$ cat config.mk
export PLATFORM = sky130hd
export DESIGN_NAME = life_generation_with_aging_top
export DESIGN_NICKNAME = d
export VERILOG_FILES = /design/src/hw/rtl/lgwa_pkg.sv /design/src/hw/rtl/lgwa_cell.sv /design/src/hw/rtl/lgwa_rule.sv /design/src/hw/rtl/life_generation_with_aging_top.sv
export SDC_FILE = /design/constraint.sdc
export NUM_CORES = 1
export LEC_CHECK = 0
export BUFFER_PORTS_ARGS = -buffer_cell sky130_fd_sc_hd__buf_2
export CAP_MARGIN = 20
export CORE_MARGIN = 2
export CORE_UTILIZATION = 55
export CTS_CLUSTER_DIAMETER = 50
export CTS_CLUSTER_SIZE = 12
export DETAILED_ROUTE_END_ITERATION = 8
export PLACE_DENSITY = 0.71
export SLEW_MARGIN = 20
export SYNTH_ARGS = -nofsm -noshare
export SYNTH_HDL_FRONTEND = slang
export SYNTH_HIERARCHICAL = 1
export SYNTH_SLANG_ARGS = --single-unit
$ cat constraint.sdc
create_clock -name clk_i -period 23.9 [get_ports clk_i]
set_input_delay 5.975 -clock clk_i [delete_from_list [all_inputs] [get_ports clk_i]]
set_output_delay 5.975 -clock clk_i [all_outputs]
set_load 0.005 [all_outputs]
$ cat src/hw/rtl/lgwa_pkg.sv
// Shared types, constants and the color aging function for the life engine.
// No dependencies.
`timescale 1ns / 1ps
`default_nettype none

package lgwa_pkg;

  localparam int COLOR_W  = 4;
  localparam int COORD_W  = 3;
  localparam int HASH_W   = 18;
  localparam int COUNT_W  = 8;
  localparam int KIND_W   = 2;

  localparam logic [COLOR_W-1:0] BIRTH_COLOR = 4'h4;
  localparam logic [COUNT_W-1:0] COUNT_MAX   = 8'hFF;
  localparam logic [COUNT_W-1:0] LIMIT_RESET = 8'd10;

  typedef enum logic [KIND_W-1:0] {
    KIND_WRITE = 2'd0,
    KIND_STEP  = 2'd1,
    KIND_READ  = 2'd2,
    KIND_SEED  = 2'd3
  } kind_e;

  typedef enum logic [2:0] {
    ST_IDLE,
    ST_RUN,
    ST_COMMIT,
    ST_CHECK,
    ST_DONE
  } state_e;

  typedef struct packed {
    logic shift;
    logic commit;
  } cell_ctrl_t;

  // Aging chain 4,8,12,13,14,15,11,7,3,2,1; off-chain colors hold.
  function automatic logic [COLOR_W-1:0] age_next(input logic [COLOR_W-1:0] c);
    logic [COLOR_W-1:0] r;
    case (c)
      4'd0:    r = 4'd0;
      4'd1:    r = 4'd1;
      4'd2:    r = 4'd1;
      4'd3:    r = 4'd2;
      4'd4:    r = 4'd8;
      4'd5:    r = 4'd5;
      4'd6:    r = 4'd6;
      4'd7:    r = 4'd3;
      4'd8:    r = 4'd12;
      4'd9:    r = 4'd9;
      4'd10:   r = 4'd10;
      4'd11:   r = 4'd7;
      4'd12:   r = 4'd13;
      4'd13:   r = 4'd14;
      4'd14:   r = 4'd15;
      4'd15:   r = 4'd11;
      default: r = 4'd0;
    endcase
    return r;
  endfunction

endpackage

`default_nettype wire

$ cat src/hw/rtl/lgwa_cell.sv
// One board cell of the rotating chain: current color plus next-generation lane.
// Depends on lgwa_pkg.
`timescale 1ns / 1ps
`default_nettype none

module lgwa_cell (
  input  wire logic                          clk_i,
  input  wire logic                          rst_ni,
  input  wire lgwa_pkg::cell_ctrl_t          ctrl_i,
  input  wire logic [lgwa_pkg::COLOR_W-1:0]  cur_i,
  input  wire logic [lgwa_pkg::COLOR_W-1:0]  nxt_i,
  output logic      [lgwa_pkg::COLOR_W-1:0]  cur_o,
  output logic      [lgwa_pkg::COLOR_W-1:0]  nxt_o
);

  logic [lgwa_pkg::COLOR_W-1:0] cur_q, cur_d;
  logic [lgwa_pkg::COLOR_W-1:0] nxt_q, nxt_d;

  always_comb begin
    cur_d = cur_q;
    nxt_d = nxt_q;
    if (ctrl_i.shift) begin
      cur_d = cur_i;
      nxt_d = nxt_i;
    end else if (ctrl_i.commit) begin
      cur_d = nxt_q;
    end
  end

  always_ff @(posedge clk_i or negedge rst_ni) begin
    if (!rst_ni) begin
      cur_q <= '0;
    end else begin
      cur_q <= cur_d;
    end
  end

  always_ff @(posedge clk_i) begin
    nxt_q <= nxt_d;
  end

  assign cur_o = cur_q;
  assign nxt_o = nxt_q;

endmodule

`default_nettype wire

$ cat src/hw/rtl/lgwa_rule.sv
// Life rule with aging for the cell at the evaluation tap.
// Depends on lgwa_pkg.
`timescale 1ns / 1ps
`default_nettype none

module lgwa_rule (
  input  wire logic [lgwa_pkg::COLOR_W-1:0] color_i,
  input  wire logic [7:0]                   live_i,
  output logic      [lgwa_pkg::COLOR_W-1:0] color_o
);

  logic [3:0] n;

  always_comb begin
    n = '0;
    for (int i = 0; i < 8; i++) begin
      n = n + 4'(live_i[i]);
    end
    if (color_i != '0) begin
      color_o = (n == 4'd2 || n == 4'd3) ? lgwa_pkg::age_next(color_i) : '0;
    end else begin
      color_o = (n == 4'd3) ? lgwa_pkg::BIRTH_COLOR : '0;
    end
  end

endmodule

`default_nettype wire

$ cat src/hw/rtl/life_generation_with_aging_top.sv
// Sequencing: a read or write rotates the cell chain once past the evaluation tap,
// a step then adds a commit and a history check, and a history reseed skips the rotation.
// Requests: a new request is taken only when idle, once the previous result is registered;
// the tap evaluates one cell per cycle.
// Reset: board clears, hash history reloads 0..HISTORY_DEPTH-1, repeat count 0,
// stall limit 10. Result register lets the next request in while a result waits.
`timescale 1ns / 1ps
`default_nettype none

module life_generation_with_aging_top #(
  parameter int GRID_WIDTH    = 8,
  parameter int GRID_HEIGHT   = 8,
  parameter int HISTORY_DEPTH = 5
) (
  input  wire logic                           clk_i,
  input  wire logic                           rst_ni,
  input  wire logic                           cfg_we_i,
  input  wire logic [lgwa_pkg::COUNT_W-1:0]   cfg_wdata_i,
  input  wire logic                           in_valid_i,
  output logic                                in_stall_o,
  input  wire logic [lgwa_pkg::KIND_W-1:0]    kind_i,
  input  wire logic [lgwa_pkg::COORD_W-1:0]   cell_col_i,
  input  wire logic [lgwa_pkg::COORD_W-1:0]   cell_row_i,
  input  wire logic [lgwa_pkg::COLOR_W-1:0]   cell_color_i,
  output logic                                out_valid_o,
  input  wire logic                           out_stall_i,
  output logic      [lgwa_pkg::COLOR_W-1:0]   read_color_o,
  output logic      [lgwa_pkg::HASH_W-1:0]    board_hash_o,
  output logic      [lgwa_pkg::COUNT_W-1:0]   repeat_count_o,
  output logic                                stalled_o
);

  localparam int N    = GRID_WIDTH * GRID_HEIGHT;
  localparam int W    = GRID_WIDTH;
  localparam int XW   = $clog2(GRID_WIDTH);
  localparam int YW   = $clog2(GRID_HEIGHT);
  localparam int PW   = $clog2(N);
  localparam int CW   = (XW > YW ? XW : YW) > lgwa_pkg::COORD_W ?
                        (XW > YW ? XW : YW) : lgwa_pkg::COORD_W;
  localparam int HW   = lgwa_pkg::HASH_W;
  localparam int T_UL = N - W - 1;
  localparam int T_U  = N - W;
  localparam int T_UR = N - W + 1;
  localparam int T_L  = N - 1;
  localparam int T_R  = 1;
  localparam int T_DL = W - 1;
  localparam int T_D  = W;
  localparam int T_DR = W + 1;
  localparam logic [XW-1:0] X_LAST = XW'(GRID_WIDTH - 1);
  localparam logic [YW-1:0] Y_LAST = YW'(GRID_HEIGHT - 1);

  lgwa_pkg::state_e state_q, state_d;
  lgwa_pkg::kind_e  kind_q;
  logic [lgwa_pkg::COORD_W-1:0] col_q, row_q;
  logic [lgwa_pkg::COLOR_W-1:0] color_q;

  logic [XW-1:0] x_q;
  logic [YW-1:0] y_q;
  logic [PW-1:0] prod_q;
  logic [HW-1:0] acc_q;
  logic [lgwa_pkg::COLOR_W-1:0] rd_q;

  logic [HW-1:0] hist_q [HISTORY_DEPTH];
  logic [lgwa_pkg::COUNT_W-1:0] rc_q;
  logic [lgwa_pkg::COUNT_W-1:0] limit_q;

  logic                         out_valid_q;
  logic [lgwa_pkg::COLOR_W-1:0] out_rd_q;
  logic [HW-1:0]                out_hash_q;
  logic [lgwa_pkg::COUNT_W-1:0] out_rc_q;
  logic                         out_stl_q;

  lgwa_pkg::cell_ctrl_t ctrl;
  logic [lgwa_pkg::COLOR_W-1:0] cur_w [N];
  logic [lgwa_pkg::COLOR_W-1:0] nxt_w [N];
  logic [lgwa_pkg::COLOR_W-1:0] tail_cur, tail_nxt;
  logic [7:0] live;
  logic up_ok, dn_ok, lf_ok, rt_ok;
  logic last_cell, hit, accept, load_out, match;

  assign accept    = in_valid_i && !in_stall_o;
  assign last_cell = (x_q == X_LAST) && (y_q == Y_LAST);
  assign hit       = (CW'(x_q) == CW'(col_q)) && (CW'(y_q) == CW'(row_q));
  assign load_out  = (state_q == lgwa_pkg::ST_DONE) && (!out_valid_q || !out_stall_i);

  assign ctrl = '{shift:  (state_q == lgwa_pkg::ST_RUN),
                  commit: (state_q == lgwa_pkg::ST_COMMIT)};

  // Cell 0 is the evaluation tap; neighbors sit at fixed offsets in the ring.
  assign up_ok = (y_q != '0);
  assign dn_ok = (y_q != Y_LAST);
  assign lf_ok = (x_q != '0);
  assign rt_ok = (x_q != X_LAST);

  always_comb begin
    live[0] = (cur_w[T_UL] != '0) && up_ok && lf_ok;
    live[1] = (cur_w[T_U]  != '0) && up_ok;
    live[2] = (cur_w[T_UR] != '0) && up_ok && rt_ok;
    live[3] = (cur_w[T_L]  != '0) && lf_ok;
    live[4] = (cur_w[T_R]  != '0) && rt_ok;
    live[5] = (cur_w[T_DL] != '0) && dn_ok && lf_ok;
    live[6] = (cur_w[T_D]  != '0) && dn_ok;
    live[7] = (cur_w[T_DR] != '0) && dn_ok && rt_ok;
  end

  lgwa_rule u_rule (
    .color_i (cur_w[0]),
    .live_i  (live),
    .color_o (tail_nxt)
  );

  assign tail_cur = (kind_q == lgwa_pkg::KIND_WRITE && hit) ? color_q : cur_w[0];

  for (genvar i = 0; i < N; i++) begin : g_cell
    if (i == N - 1) begin : g_tail
      lgwa_cell u_cell (
        .clk_i  (clk_i),
        .rst_ni (rst_ni),
        .ctrl_i (ctrl),
        .cur_i  (tail_cur),
        .nxt_i  (tail_nxt),
        .cur_o  (cur_w[i]),
        .nxt_o  (nxt_w[i])
      );
    end else begin : g_body
      lgwa_cell u_cell (
        .clk_i  (clk_i),
        .rst_ni (rst_ni),
        .ctrl_i (ctrl),
        .cur_i  (cur_w[i+1]),
        .nxt_i  (nxt_w[i+1]),
        .cur_o  (cur_w[i]),
        .nxt_o  (nxt_w[i])
      );
    end
  end

  always_comb begin
    match = 1'b0;
    for (int i = 0; i < HISTORY_DEPTH; i++) begin
      for (int j = i + 1; j < HISTORY_DEPTH; j++) begin
        if (hist_q[i] == hist_q[j]) match = 1'b1;
      end
    end
  end

  always_comb begin
    state_d    = state_q;
    in_stall_o = 1'b1;
    case (state_q)
      lgwa_pkg::ST_IDLE: begin
        in_stall_o = 1'b0;
        if (in_valid_i) begin
          state_d = (lgwa_pkg::kind_e'(kind_i) == lgwa_pkg::KIND_SEED) ?
                    lgwa_pkg::ST_DONE : lgwa_pkg::ST_RUN;
        end
      end
      lgwa_pkg::ST_RUN: begin
        if (last_cell) begin
          state_d = (kind_q == lgwa_pkg::KIND_STEP) ? lgwa_pkg::ST_COMMIT : lgwa_pkg::ST_DONE;
        end
      end
      lgwa_pkg::ST_COMMIT: state_d = lgwa_pkg::ST_CHECK;
      lgwa_pkg::ST_CHECK:  state_d = lgwa_pkg::ST_DONE;
      lgwa_pkg::ST_DONE: begin
        if (load_out) state_d = lgwa_pkg::ST_IDLE;
      end
      default: state_d = lgwa_pkg::ST_IDLE;
    endcase
  end

  always_ff @(posedge clk_i or negedge rst_ni) begin
    if (!rst_ni) begin
      state_q <= lgwa_pkg::ST_IDLE;
    end else begin
      state_q <= state_d;
    end
  end

  always_ff @(posedge clk_i) begin
    if (accept) begin
      kind_q  <= lgwa_pkg::kind_e'(kind_i);
      col_q   <= cell_col_i;
      row_q   <= cell_row_i;
      color_q <= cell_color_i;
      x_q     <= '0;
      y_q     <= '0;
      prod_q  <= '0;
      acc_q   <= '0;
      rd_q    <= '0;
    end else if (state_q == lgwa_pkg::ST_RUN) begin
      if (kind_q == lgwa_pkg::KIND_READ && hit) rd_q <= cur_w[0];
      if (tail_nxt != '0) acc_q <= acc_q + HW'(prod_q);
      if (x_q == X_LAST) begin
        x_q    <= '0;
        y_q    <= (y_q == Y_LAST) ? '0 : y_q + 1'b1;
        prod_q <= '0;
      end else begin
        x_q    <= x_q + 1'b1;
        prod_q <= prod_q + PW'(y_q);
      end
    end
  end

  always_ff @(posedge clk_i or negedge rst_ni) begin
    if (!rst_ni) begin
      for (int i = 0; i < HISTORY_DEPTH; i++) hist_q[i] <= HW'(i);
      rc_q    <= '0;
      limit_q <= lgwa_pkg::LIMIT_RESET;
    end else begin
      if (cfg_we_i) limit_q <= cfg_wdata_i;
      if (accept && lgwa_pkg::kind_e'(kind_i) == lgwa_pkg::KIND_SEED) begin
        for (int i = 0; i < HISTORY_DEPTH; i++) hist_q[i] <= HW'(i);
      end else if (state_q == lgwa_pkg::ST_COMMIT) begin
        for (int i = HISTORY_DEPTH - 1; i > 0; i--) hist_q[i] <= hist_q[i-1];
        hist_q[0] <= acc_q;
      end
      if (state_q == lgwa_pkg::ST_CHECK) begin
        if (!match) rc_q <= '0;
        else if (rc_q != lgwa_pkg::COUNT_MAX) rc_q <= rc_q + 1'b1;
      end
    end
  end

  always_ff @(posedge clk_i or negedge rst_ni) begin
    if (!rst_ni) begin
      out_valid_q <= 1'b0;
    end else if (load_out) begin
      out_valid_q <= 1'b1;
    end else if (!out_stall_i) begin
      out_valid_q <= 1'b0;
    end
  end

  always_ff @(posedge clk_i) begin
    if (load_out) begin
      out_rd_q   <= rd_q;
      out_hash_q <= hist_q[0];
      out_rc_q   <= rc_q;
      out_stl_q  <= (rc_q >= limit_q);
    end
  end

  assign out_valid_o    = out_valid_q;
  assign read_color_o   = out_rd_q;
  assign board_hash_o   = out_hash_q;
  assign repeat_count_o = out_rc_q;
  assign stalled_o      = out_stl_q;

endmodule

`default_nettype wire

# Yosys cells after proc, flatten, opt, wreduce, memory -nomap -nowiden
# Memories as Yosys holds them, arrays and structs flattened.
# Cells that the tools add are included.
# op_classes
mux	158
add_sub_neg	12
magnitude_cmp	1
n_eq_ne	31
n_reduce_logical	44
# ops
op	count
4-bit 2-to-1 mux	131
18-bit equality test	10
90-bit 2-to-1 mux	2
4-bit nonzero test	10
4-bit by 1-bit adder with 4-bit output	6
3-bit 2-to-1 mux	8
1-bit logical AND	19
18-bit by 6-bit adder with 18-bit output	1
8-bit 2-to-1 mux	2
3-bit case mux with 5 select lines	1
1-bit 2-to-1 mux	13
3-bit equality test, second input constant	3
8-bit by 1-bit adder with 8-bit output, second input constant	1
4-bit by 2-bit equality test with 1-bit output, second input constant	2
8-bit >= comparator	1
8-bit inequality test, second input constant	1
2-bit AND reduction	4
3-bit by 1-bit adder with 3-bit output, second input constant	2
6-bit by 3-bit adder with 6-bit output	1
3-bit by 2-bit equality test with 1-bit output, second input constant	2
3-bit equality test	2
6-bit 2-to-1 mux	1
2-bit by 1-bit inequality test with 1-bit output, second input constant	3
3-bit inequality test, second input constant	2
12 further kinds	18
# totals
romBits	64
n_memories	1
register_bits	699
wordCells	397
# mem_list
name	words	word_bits	rd	rd_clocked_by_memory_dff	write_ports	line_no	source
(no name shown)	16	4	1	0	0	lgwa_pkg.sv:41	case (c)

# Logic depth before layout (Yosys ltp)
# Gate-level depths: netlist (run 1).
# logic_depth
ltp_word	16
depth_mapped	21
mapped_depth_nobuf	21

# By module
# The synthesis (run 1) kept the hierarchy.
# modules_own_cells
mod	area_each_um2	cells_per_inst	seq_area_each_um2	instances
lgwa_cell	306.5	21	220.2	64
life_generation_with_aging_top	10238.6	1123	4733.3	1
lgwa_rule	416.6	48	0.0	1

# Least setup slack after synthesis (run 1)
# OpenSTA, ideal clock, no wires.
# synth_timing
path_type	register to register
from	register state_q[2]
to	register prod_q[1]
setup_ns	0.828
setup_slack_ns	4.308
stages_incl_launch_ff	7
arrival_ns	18.764
period_less_slack_ns	19.592
path_cell_list	dfrtp_1 buf_6 or3b_1 buf_6 inv_1 clkbuf_1 a211oi_1
# synth_lines
element	line_no	source
start: declaration	life_generation_with_aging_top.sv:52	lgwa_pkg::state_e state_q, state_d;
start signal: assignment	life_generation_with_aging_top.sv:174	state_q <= lgwa_pkg::ST_IDLE;
start signal: assignment	life_generation_with_aging_top.sv:176	state_q <= state_d;
end signal: assignment	life_generation_with_aging_top.sv:200	prod_q <= prod_q + PW'(y_q);
end: declaration	life_generation_with_aging_top.sv:59	logic [PW-1:0] prod_q;

==> summary.txt, run 1 <==
Route
  • WL per Instance: between 15 and 20 um
  • Vias: 17.8k
  • WL final: approximately 58000 um
  • Pre-Repair DR Iteration Count: 7
  • Vias per cell: 5.51
  • DRT iter0 DRCs: 1326
  • Drt drc: 0
  • Antenna Nets Post-Route: 0

STA
  • Final worst slack: 16.31 ns
  • Setup TNS: 0 ns
  • Final min period: roughly 7.6 ns
  • Final Slew Violations: 0
  • Final hold violations: 0
  • Clock skew: 0.0244 ns
  • RSZ-0062 raised after global routing: false
  • Final period util: 0.317
  • Fmax: 0.132 GHz
  • Final setup violating endpoints: 0
  • Worst slew pin tran: 1.07 ns
  • Worst hold margin: 0.433 ns
  • Slew HR: 0.285

Clocking
  • Clock tree buffer depth: 3
  • # Post-CTS Setup Buffers: 0
  • Cts hold-fix bufs: 0
  • Num CTS Buffers: between 70 and 80
  • Worst-Skew Late Latency: 0.61 ns
  • Root buffer cell: clkbuf_16
  • # resized after CTS: 0
  • Sink Count: 699
  • CTS clk-pin slew, worst paths: 0.06 ns
  • CTS tree: yes
  • H-tree depth: 3

Job
  • # Max-Cap Violations: 0

Placement
  • Post-place setup slack: between 15 and 20 ns
  • Final RePlAce weighted congestion: 0.917
  • Placed Instances: slightly above 3k
  • PortBufs: 57
  • DP HPWL: 35300 um

Global route
  • First-pass GRT wire length: 95200 um
  • Gr usage total: 0.209
  • Largest net degree at the start of global routing: 248
  • Number of antenna violations at the first check in global routing: 0
  • Overflow after GRT: 0
  • Number of global-route vias before repair: 17.6k

Synthesis
  • Yosys warns: 6
  • Sequential share of the synthesized area: 0.622
  • Mapped cell area: 30300 um2
  • Avg Synthesized Cell Area: between 10 and 15 um2
  • Top post-synthesis cells by count: nand2_1, dfrtp_1, edfxtp_1
  • Netlist cell types: 57
  • Flops & latches, synth: 699
  • Synth top area share: 0.297
  • Main area contributors after synthesis: dfrtp_1, edfxtp_1, mux2i_1
  • Ys flop type: dfrtp_1
  • Post-synthesis cell count: between 2k and 3k
  • Post-synth EDFFs: about 300
  • Syn nets: ~2.6k
  • Library cell with the largest summed area after synthesis: dfrtp_1
  • FFs w/ async S/R, synth: 0.524
  • Cell with the most instances after synthesis: nand2_1

Floorplan
  • Row count: 85
  • Initial Utilization: 0.559
  • Die area: 56900 um2
  • Die height: 239 um
  • Die Span X: roughly 240 um
  • Core Footprint: 54100 um2
  • # IOs: 58

Layout
  • Antenna diodes: 0
  • Area growth, synth to finish: 7.87%
  • Share of layout cells above drive strength 1: 0.0821
  • Register area: 18800 um2
  • Fillers: 4224
  • Nets: between 2k and 3k
  • Cell Count, Final, Fillers Out: 3228
  • Area of the multi-input gates: about 10000 um2

Worst hold path
  • Worst hold path cell count: 0
  • Min-delay worst type: flop to flop

Pwr
  • Clk pwr share: 0.251
  • Leak: approximately 0.012 uW
  • Sequential group share of total power: 0.478
  • Power per Cell Area: 135 nW/um2
  • P_int: 2860 uW
  • Worst vdd ir: 101 uV
  • Net Sw Frac: 0.352
  • Combinational share of power: 0.271
  • Switching Power: 1560 uW

Setup path
  • Crit-path max cell delay: 0.74 ns
  • CP cell instances: buf_8 > buf_4 > buf_4
  • Worst path slowest cell: buf_4
  • CP arrival: 8.21 ns
  • CP required: 24.52 ns
  • Reg2Reg Depth: 21
  • Buf+Inv Stages, Crit Path: 3
  • CP endpoint kind: asynchronous set/reset pin
  • Worst setup path category: input port to asynchronous set/reset pin
  • Startpoint types: input port
  • Most frequent CP cell: buf_4
  • Top delay family on crit path: buffers and inverters
  • CP Max Fanout: 120
  • CP Depth: 3

Outcome
  • Outcome: completed
==> per-layer routing <==
layer  part of all wire  wire length (um)  GRT usage  up-vias
met5                  0                 0          0        -
met4              0.020              1160     0.0566        0
met1               0.48             27700      0.312     8753
met3              0.043              2500     0.0380       90
li1                   -                 -          -     8597
met2               0.46             26500      0.318      335
==> power by group through the flow <==
| stage | clock (uW) | combinational (uW) | sequential, uW |
|---|---|---|---|
| 2_1_floorplan | 0 | 1260 | 2050 |
| 3_3_place_gp | 0 | 1170 | 2110 |
| 3_5_place_dp | 0 | 1210 | 2120 |
| 4_1_cts | 1140 | 1210 | 2110 |
| 5_1_grt | 1190 | 1350 | 2160 |
| 6_report | 1110 | 1200 | 2110 |
==> cells in the final DEF, fill, tap and decap left out, types with 40 or more instances in the layout <==
cell	count
a21oi_1	108
dfrtp_1	359
buf_2	56
nand2_1	480
nor2_1	40
xor2_1	84
edfxtp_1	299
o21ai_1	256
mux2i_1	263
xnor2_1	123
clkbuf_16	77
==> worst paths after layout <==
check / start / end / slack (ns)
worst max-delay path: rst_ni / g_cell[26].g_body.u_cell/cur_o[1]$_DFFE_PN0P_ / 16.31
worst min-delay path: g_cell[17].g_body.u_cell/nxt_o[1]$_DFFE_PP_ / g_cell[16].g_body.u_cell/nxt_o[1]$_DFFE_PP_ / 0.43
worst max register to register: y_q[1]$_SDFFE_PP0P_ / acc_q[17]$_SDFFE_PP0P_ / 18.18
worst min register to register: g_cell[17].g_body.u_cell/nxt_o[1]$_DFFE_PP_ / g_cell[16].g_body.u_cell/nxt_o[1]$_DFFE_PP_ / 0.43
max in group clk_i: state_q[2]$_DFFE_PN0P_ / in_stall_o / 16.35
min in group asynchronous: rst_ni / g_cell[59].g_body.u_cell/cur_o[2]$_DFFE_PN0P_ / 5.44
==> worst reg2reg max path, delay by kind of cell (launching register included) <==
kind,cells,cell delay (ns)
compound gates,2,0.50
xor+xnor,1,0.14
flops,1,0.45
simple gates,9,1.92
fa+ha+maj,6,2.34
buf+inv,3,0.24
==> registers in the layout, summed over array words and instances (netlist names), 6 cells and up <==
name and count:
acc_q 18, board_hash_o 18, g_cell.g_body.u_cell/cur_o 252, g_cell.g_body.u_cell/nxt_o 252, hist_q 90, limit_q 8, prod_q 6, rc_q 8
repeat_count_o 8
==> logic make-up after synthesis <==
family / count (synthesis) / share of synthesized area
flip-flops: 699 / 0.622
AO/OA/AOI/OAI: 408 / 0.0703
AND/OR/NAND/NOR: 664 / 0.0944
XOR/XNOR: 207 / 0.0599
adder cells (fa/ha/maj): 37 / 0.0168
multiplexers: 269 / 0.0892
buffers and inverters: 231 / 0.0477
==> metrics by stage <==
stage / total power (uW) / utilization / cell area [um2]
after floorplan: 3310 / - / 30300
after global placement: 3280 / 0.560 / 30300
after detailed placement: 3330 / 0.560 / 30300
after CTS: 4460 / 0.603 / 32700
after global routing: 4710 / 0.603 / 32700
final: 4420 / 0.603 / 32700
==> layout make-up <==
cell class              instances  share of cell area
repair buffers                 72              0.0130
flip-flops and latches        699               0.577
multi-input cells            1585               0.307
well taps                     696              0.0267
clock inverters                23             0.00778
clock buffers                 116              0.0644
inverters                      37             0.00471
Note: power is estimated with default switching activity, not from simulation.
==> run 2: changes to the inputs <==
--- a/config.mk
+++ b/config.mk
@@ -5,6 +5,7 @@
 export SDC_FILE = /design/constraint.sdc
 export NUM_CORES = 1
 export LEC_CHECK = 0
+export ABC_AREA = 1
 export BUFFER_PORTS_ARGS = -buffer_cell sky130_fd_sc_hd__buf_2
 export CAP_MARGIN = 20
 export CORE_MARGIN = 2
==> constraint.sdc (replaced) <==
create_clock -name clk_i -period 7.2 [get_ports clk_i]
set_input_delay 1.8 -clock clk_i [delete_from_list [all_inputs] [get_ports clk_i]]
set_output_delay 1.8 -clock clk_i [all_outputs]
set_load 0.005 [all_outputs]
==> run 2 against run 1 <==
Die area grew 0.51%. Power grew to 3.2 times the previous value. Wire length grew 9.0%. Clock skew shrank 0.0036 ns. Clock power grew to 3.2 times the previous value. Hold slack is essentially flat. Critical endpoint is now acc_q[12]$_SDFFE_PP0P_.
==> summary.txt, run 2 <==
Synthesis
  • FFs w/ async S/R, synth: 0.524 (unchanged)
  • Synth top area share: 0.295 (was 0.297)
  • Main area contributors after synthesis: dfrtp_1, edfxtp_1, nand2_1 (was dfrtp_1, edfxtp_1, mux2i_1)
  • Ys flop type: dfrtp_1 (unchanged)
  • Flops & latches, synth: 699 (unchanged)
  • Avg Synthesized Cell Area: 9.57 um2 (was 12.0 um2)
  • Cell with the most instances after synthesis: nand2_1 (unchanged)
  • Top post-synthesis cells by count: nand2_1, nand3_1, dfrtp_1 (was nand2_1, dfrtp_1, edfxtp_1)
  • Syn nets: 3242 (was 2577)
  • Sequential share of the synthesized area: 0.619 (was 0.622)
  • Yosys warns: 6 (unchanged)
  • Mapped cell area: 30400 um2 (was 30300 um2)
  • Netlist cell types: 49 (was 57)
  • Post-synthesis cell count: 3180 (was 2515)
  • Post-synth EDFFs: 299 (unchanged)
  • Library cell with the largest summed area after synthesis: dfrtp_1 (unchanged)

Global route
  • First-pass GRT wire length: 105000 um (was 95200 um)
  • Overflow after GRT: 0 (unchanged)
  • Gr usage total: 0.225 (was 0.209)
  • Number of global-route vias before repair: 21.1k (was 17.6k)
  • Number of antenna violations at the first check in global routing: 1 (was 0)
  • Largest net degree at the start of global routing: 254 (was 248)

Floorplan
  • Die area: 57200 um2 (was 56900 um2)
  • Row count: 86 (was 85)
  • Core Footprint: 54900 um2 (was 54100 um2)
  • Die height: 239 um (about the same)
  • Die Span X: 239 um (about the same)
  • Initial Utilization: 0.555 (was 0.559)
  • # IOs: 58 (unchanged)

Clocking
  • CTS tree: yes (unchanged)
  • H-tree depth: 3 (unchanged)
  • # resized after CTS: 0 (unchanged)
  • Root buffer cell: clkbuf_16 (unchanged)
  • Worst-Skew Late Latency: 0.61 ns (about the same)
  • # Post-CTS Setup Buffers: 0 (unchanged)
  • CTS clk-pin slew, worst paths: 0.06 ns (about the same)
  • Clock tree buffer depth: 3 (unchanged)
  • Num CTS Buffers: 73 (was 75)
  • Sink Count: 699 (unchanged)
  • Cts hold-fix bufs: 0 (unchanged)

STA
  • Final min period: 5.02 ns
  • Final worst slack: 2.18 ns (was 16.31 ns)
  • Final Slew Violations: 0 (unchanged)
  • Setup TNS: 0 ns (unchanged)
  • Worst slew pin tran: 1.15 ns (was 1.07 ns)
  • Clock skew: 0.0208 ns (was 0.0244 ns)
  • Fmax: 0.199 GHz
  • RSZ-0062 raised after global routing: false (unchanged)
  • Final hold violations: 0 (unchanged)
  • Final setup violating endpoints: 0 (unchanged)
  • Slew HR: 0.233 (was 0.285)
  • Final period util: 0.697

Setup path
  • Startpoint types: flop (was input port)
  • CP Max Fanout: 17 (was 120)
  • CP required: 7.67 ns (was 24.52 ns)
  • CP arrival: 5.49 ns (was 8.21 ns)
  • Worst setup path category: flop to flop (was input port to asynchronous set/reset pin)
  • R2R Setup Slk: 2.18 ns (was 18.18 ns)
  • Reg2Reg Depth: 21 (unchanged)
  • CP endpoint kind: flop (was asynchronous set/reset pin)

Pwr
  • Leak: 0.0155 uW (was 0.0123 uW)
  • Power per Cell Area: 416 nW/um2 (was 135 nW/um2)
  • Worst vdd ir: 578 uV (was 101 uV)

Outcome
  • Outcome: completed (unchanged)

Route
  • WL final: 63100 um (was 57900 um)
  • DRT iter0 DRCs: 1991 (was 1326)
  • Antenna Nets Post-Route: 0 (unchanged)
  • WL per Instance: 15.8 um (was 17.9 um)
  • Vias per cell: 5.46 (was 5.51)
  • Vias: 21.9k (was 17.8k)
  • Pre-Repair DR Iteration Count: 5 (was 7)
  • Drt drc: 0 (unchanged)

Layout
  • Share of layout cells above drive strength 1: 0.0790 (was 0.0821)
  • Commonest cells after routing, fill and taps aside: nand2_1, nand3_1, dfrtp_1, edfxtp_1, inv_1 (was nand2_1, dfrtp_1, edfxtp_1, mux2i_1, o21ai_1)
  • Most common cell after layout, fill and taps aside: nand2_1 (unchanged)
  • Area growth, synth to finish: 10.4% (was 7.87%)
  • Nets: 3305 (was 2532)
  • Final core occ: 0.612 (was 0.603)

Placement
  • Post-place setup slack: 2.20 ns (was 15.54 ns)
  • PortBufs: 57 (unchanged)
  • Final RePlAce weighted congestion: 0.864 (was 0.917)
  • DP HPWL: 40600 um (was 35300 um)

Job
  • # Max-Cap Violations: 0 (unchanged)

Worst hold path
  • Min-delay worst type: flop to flop (unchanged)
  • Worst hold path cell count: 0 (unchanged)
-- run 2: cell types whose count changed after synthesis, moves of 147 or more --
cell / delta
nand3_1: +532
inv_1: +228
mux2i_1: -263
o21ai_1: -253
nand2_1: +484
nor2_1: +147
-- run 2: power by group --
group / internal [uW] / switching, uW / total [uW]
clock: 2000 / 1530 / 3530
sequential: 5910 / 879 / 6790
combinational: 1070 / 2590 / 3660
total: 8980 / 5000 / 14000
-- run 2: cell families after synthesis --
group                      count (synthesis)  synth area share
DFF                                      699             0.619
and+or+nand+nor                         1792             0.253
AOI/OAI and AO/OA                        179            0.0381
adders and majority gates                 37            0.0167
buffers and inverters                    403            0.0533
muxes                                      1          0.000370
xor gates and xnor gates                  69            0.0199
-- run 2: final timing paths --
kind | startpoint | endpoint
worst max-delay path | y_q[0]$_SDFFE_PP0P_ | acc_q[12]$_SDFFE_PP0P_
worst min-delay path | g_cell[21].g_body.u_cell/nxt_o[3]$_DFFE_PP_ | g_cell[20].g_body.u_cell/nxt_o[3]$_DFFE_PP_
worst max register to register | y_q[0]$_SDFFE_PP0P_ | acc_q[12]$_SDFFE_PP0P_
worst min register to register | g_cell[21].g_body.u_cell/nxt_o[3]$_DFFE_PP_ | g_cell[20].g_body.u_cell/nxt_o[3]$_DFFE_PP_
max in group asynchronous | rst_ni | hist_q[20]$_DFFE_PN0P_
min in group asynchronous | rst_ni | g_cell[20].g_body.u_cell/cur_o[3]$_DFFE_PN0P_
-- run 2: worst max-delay path, stage by stage, from the launching register on --
cell	delay, ns
dfxtp_1	0.41
inv_1	0.11
ha_1	0.21
inv_1	0.06
nor2_1	0.07
nor3_1	0.17
inv_1	0.08
fa_1	0.56
fa_1	0.45
fa_1	0.50
inv_1	0.04
ha_1	0.21
fa_1	0.48
a21boi_1	0.19
nand2_1	0.12
nor2_1	0.18
nor4_1	0.11
nor2_4	0.34
nand4_1	0.22
nor2_1	0.16
xnor2_1	0.13
nor2_1	0.06
-- run 2: routing by layer --
layer,GRT usage,part of all wire,vias to the layer above
met5,0,0,-
met4,0.0750,0.022,0
met3,0.0358,0.052,104
met2,0.353,0.46,512
met1,0.322,0.46,10600
li1,-,-,10700
-- run 2: layout make-up --
| type | count | area, um2 |
|---|---|---|
| antenna | 1 | 2.50 |
| fill | 4460 | 21300 |
| multi-input combinational | 2078 | 10000 |
| timing repair buffer | 69 | 448 |
| sequential | 699 | 18800 |
| clock buffer | 117 | 2030 |
| tap | 704 | 881 |
| clock inverter | 17 | 180 |
| inverter | 322 | 1220 |
-- run 2: through the flow --
stage / hold WS [ns] / area [um2] / cells / power (uW)
2_1_floorplan: 0.403 / 30400 / 3180 / 9580
3_3_place_gp: 0.430 / 31400 / 3871 / 10300
3_5_place_dp: 0.424 / 31400 / 3871 / 10500
4_1_cts: 0.433 / 33600 / 4005 / 14100
5_1_grt: 0.448 / 33600 / 4007 / 14900
6_report: 0.433 / 33600 / 4007 / 14000
==> run 3: changes to the inputs <==
--- a/config.mk
+++ b/config.mk
@@ -13,7 +13,7 @@
 export CTS_CLUSTER_DIAMETER = 50
 export CTS_CLUSTER_SIZE = 12
 export DETAILED_ROUTE_END_ITERATION = 8
-export PLACE_DENSITY = 0.71
+export PLACE_DENSITY = 0.74
 export SLEW_MARGIN = 20
 export SYNTH_ARGS = -nofsm -noshare
 export SYNTH_HDL_FRONTEND = slang
==> constraint.sdc (replaced) <==
create_clock -name clk_i -period 4.35 [get_ports clk_i]
set_input_delay 1.0875 -clock clk_i [delete_from_list [all_inputs] [get_ports clk_i]]
set_output_delay 1.0875 -clock clk_i [all_outputs]
set_load 0.005 [all_outputs]
==> run 3 against run 2 <==
The run now ends with negative setup slack left. Clock power rose by 73%. Wire length rose by 4.0%. Critical path depth rose by 3. Critical path type unchanged.
==> summary.txt, run 3 (synthesized netlist as in run 2, its figures left out) <==
Outcome
  • Outcome: finished with violations (was completed)
  • Failing checks: negative setup slack

Clocking
  • Sink Count: 699 (unchanged)
  • CTS clk-pin slew, worst paths: 0.06 ns (about the same)
  • H-tree depth: 3 (unchanged)
  • Root buffer cell: clkbuf_16 (unchanged)
  • Clock tree buffer depth: 3 (unchanged)
  • CTS tree: yes (unchanged)
  • Worst-Skew Late Latency: 0.61 ns (about the same)
  • Num CTS Buffers: 76 (was 73)

Setup path
  • Startpoint types: flop (unchanged)
  • Crit-path max cell delay: 0.56 ns (about the same)
  • CP required: 4.85 ns (was 7.67 ns)
  • CP arrival: 5.10 ns (was 5.49 ns)
  • Most frequent CP cell: nor2_4
  • Buf+Inv Stages, Crit Path: 8 (was 4)
  • CP cell instances: inv_2 > ha_4 > inv_4 > nor2_4 > nor3_2 > inv_1 > fa_1 > fa_1 > fa_1 > inv_2 > ha_4 > fa_2 > a21boi_4 > nand2_4 > nor2_4 > nor4_4 > nor2_4 > buf_4 > buf_6 > buf_6 > nor2_4 > nor2_1 > o21ai_1 > inv_1 (was inv_1 > ha_1 > inv_1 > nor2_1 > nor3_1 > inv_1 > fa_1 > fa_1 > fa_1 > inv_1 > ha_1 > fa_1 > a21boi_1 > nand2_1 > nor2_1 > nor4_1 > nor2_4 > nand4_1 > nor2_1 > xnor2_1 > nor2_1)
  • Top delay family on crit path: adder cells (unchanged)
  • Worst path slowest cell: fa_1 (unchanged)
  • CP Max Fanout: 7 (was 17)
  • CP endpoint kind: flop (unchanged)
  • Worst setup path category: flop to flop (unchanged)

Route
  • WL final: 65600 um (was 63100 um)
  • Antenna Nets Post-Route: 0 (unchanged)
  • Met2 Wirelength: 31100 um (was 29100 um)
  • Pre-Repair DR Iteration Count: 6 (was 5)
  • Drt drc: 0 (unchanged)
  • Met3 WL: 3580 um (was 3300 um)
  • WL per Instance: 16.2 um (was 15.8 um)
  • Vias: 22.5k (was 21.9k)
  • DRT iter0 DRCs: 2119 (was 1991)
  • Vias per cell: 5.55 (was 5.46)
  • DR top layer: met4 (unchanged)
  • Wl on met1: 29500 um (was 29300 um)

Global route
  • First-pass GRT wire length: 108000 um (was 105000 um)
  • Gr usage total: 0.233 (was 0.225)
  • Number of antenna violations at the first check in global routing: 0 (was 1)
  • Number of global-route vias before repair: 21.8k (was 21.1k)
  • Largest net degree at the start of global routing: 221 (was 254)
  • Overflow after GRT: 0 (unchanged)

Worst hold path
  • Min-delay worst type: flop to flop (unchanged)

Layout
  • Nets: 3353 (was 3305)
  • Fillers: 4320 (was 4460)
  • Fin area: 34400 um2 (was 33600 um2)
  • Final core occ: 0.626 (was 0.612)
  • Most common cell after layout, fill and taps aside: nand2_1 (unchanged)
  • Share of layout cells above drive strength 1: 0.105 (was 0.0790)
  • Area of the multi-input gates: 10200 um2 (was 10000 um2)
  • Antenna diodes: 0 (was 1)
  • Area growth, synth to finish: 12.9% (was 10.4%)
  • Commonest cells after routing, fill and taps aside: nand2_1, nand3_1, dfrtp_1, edfxtp_1, inv_1 (unchanged)
  • Register area: 18800 um2 (about the same)

Floorplan
  • Initial Utilization: 0.555 (unchanged)
  • Core Footprint: 54900 um2 (unchanged)
  • Row count: 86 (unchanged)
  • Die Span X: 239 um (unchanged)
  • Die area: 57200 um2 (unchanged)
  • # IOs: 58 (unchanged)
  • Die height: 239 um (unchanged)

Pwr
  • Worst vdd ir: 448 uV (was 578 uV)
  • Tot Pwr: 24400 uW (was 14000 uW)
  • Leak: 0.0158 uW (was 0.0155 uW)
  • Power per Cell Area: 709 nW/um2 (was 416 nW/um2)

STA
  • Final Slew Violations: 0 (unchanged)
  • Clock skew: 0.0198 ns (was 0.0208 ns)
  • Final worst slack: -0.248 ns (was 2.18 ns)
  • RSZ-0062 raised after global routing: true (was false)
  • Final period util: 1.06 (was 0.697)
  • Slew HR: 0.278 (was 0.233)
  • Worst slew pin tran: 1.08 ns (was 1.15 ns)
  • Final min period: 4.60 ns (was 5.02 ns)
  • Fmax: 0.217 GHz (was 0.199 GHz)
  • Final setup violating endpoints: 18 (was 0)
  • Final hold violations: 0 (unchanged)

Placement
  • Dpl cell area: 31700 um2 (was 31400 um2)
  • Final RePlAce weighted congestion: 0.884 (was 0.864)
  • PortBufs: 57 (unchanged)
  • DP HPWL: 42100 um (was 40600 um)

Job
  • # Max-Cap Violations: 0 (unchanged)
==> run 3: cell count changes in the layout (fill, tap and decap cells not counted), sizes merged <==
| cell | before | now |
|---|---|---|
| bufinv | 1 | 2 |
| inv | 331 | 330 |
| diode | 1 | 0 |
| buf | 69 | 114 |
| clkinvlp | 1 | 3 |
| clkbuf | 117 | 114 |
| clkinv | 6 | 10 |
==> run 3: path summary, 6_finish.rpt <==
check,slack [ns],end,cells past startpoint,from
setup / recovery,-0.25,acc_q[5]$_SDFFE_PP0P_,24,y_q[0]$_SDFFE_PP0P_
hold / removal,0.42,read_color_o[2]$_DFFE_PP_,0,rd_q[2]$_SDFFE_PP0P_
setup reg to reg,-0.25,acc_q[5]$_SDFFE_PP0P_,24,y_q[0]$_SDFFE_PP0P_
hold reg to reg,0.42,read_color_o[2]$_DFFE_PP_,0,rd_q[2]$_SDFFE_PP0P_
max in group asynchronous,2.81,g_cell[60].g_body.u_cell/cur_o[1]$_DFFE_PN0P_,2,rst_ni
min in group asynchronous,0.49,g_cell[21].g_body.u_cell/cur_o[2]$_DFFE_PN0P_,1,rst_ni
==> run 3: report_power, final <==
part,internal (uW),switching [uW],leakage [uW]
combinational,2330,4700,0.00668
clock,3520,2580,0.00113
sequential,9760,1490,0.00802
total,15600,8770,0.0158
==> run 3: layout make-up <==
cell class | instances | share of cell area
clock inverter | 23 | 0.00684
clock buffer | 114 | 0.0616
tap | 704 | 0.0256
multi-input combinational | 2078 | 0.296
inverter | 322 | 0.0356
timing repair buffer | 114 | 0.0261
sequential | 699 | 0.548
==> run 3: worst reg2reg max path: cells and delay by family (launching register included) <==
| family | cells | cell delay (ns) |
|---|---|---|
| AOI/OAI and AO/OA | 2 | 0.26 |
| DFF | 1 | 0.33 |
| adders and majority gates | 6 | 2.27 |
| buffers and inverters | 8 | 0.70 |
| and+or+nand+nor | 8 | 0.92 |
==> run 3: per-layer routing <==
layer | vias up | global-route usage
li1 | 10800 | -
met5 | - | 0
met4 | 0 | 0.0663
met3 | 113 | 0.0364
met2 | 644 | 0.376
met1 | 10900 | 0.329
==> run 3: through the flow <==
step | setup TNS [ns] | cells | hold WS, ns | worst slack (ns)
finish | -3.20 | 4054 | 0.425 | -0.248
floorplan | 0 | 3180 | 0.403 | 0.00617
global placement | -1.83 | 3906 | 0.411 | -0.256
CTS | -2.68 | 4048 | 0.431 | -0.257
global route | -5.98 | 4054 | 0.444 | -0.406
detailed placement | -4.67 | 3906 | 0.414 | -0.406
==> run 3: what timing repair did <==
item	in CTS	in global routing
hold buffers	0	0
endpoints found under the setup margin	18	18
gates resized for setup	34	25
setup buffers	5	5
endpoints found under the hold margin	0	0
pin swaps	19	13
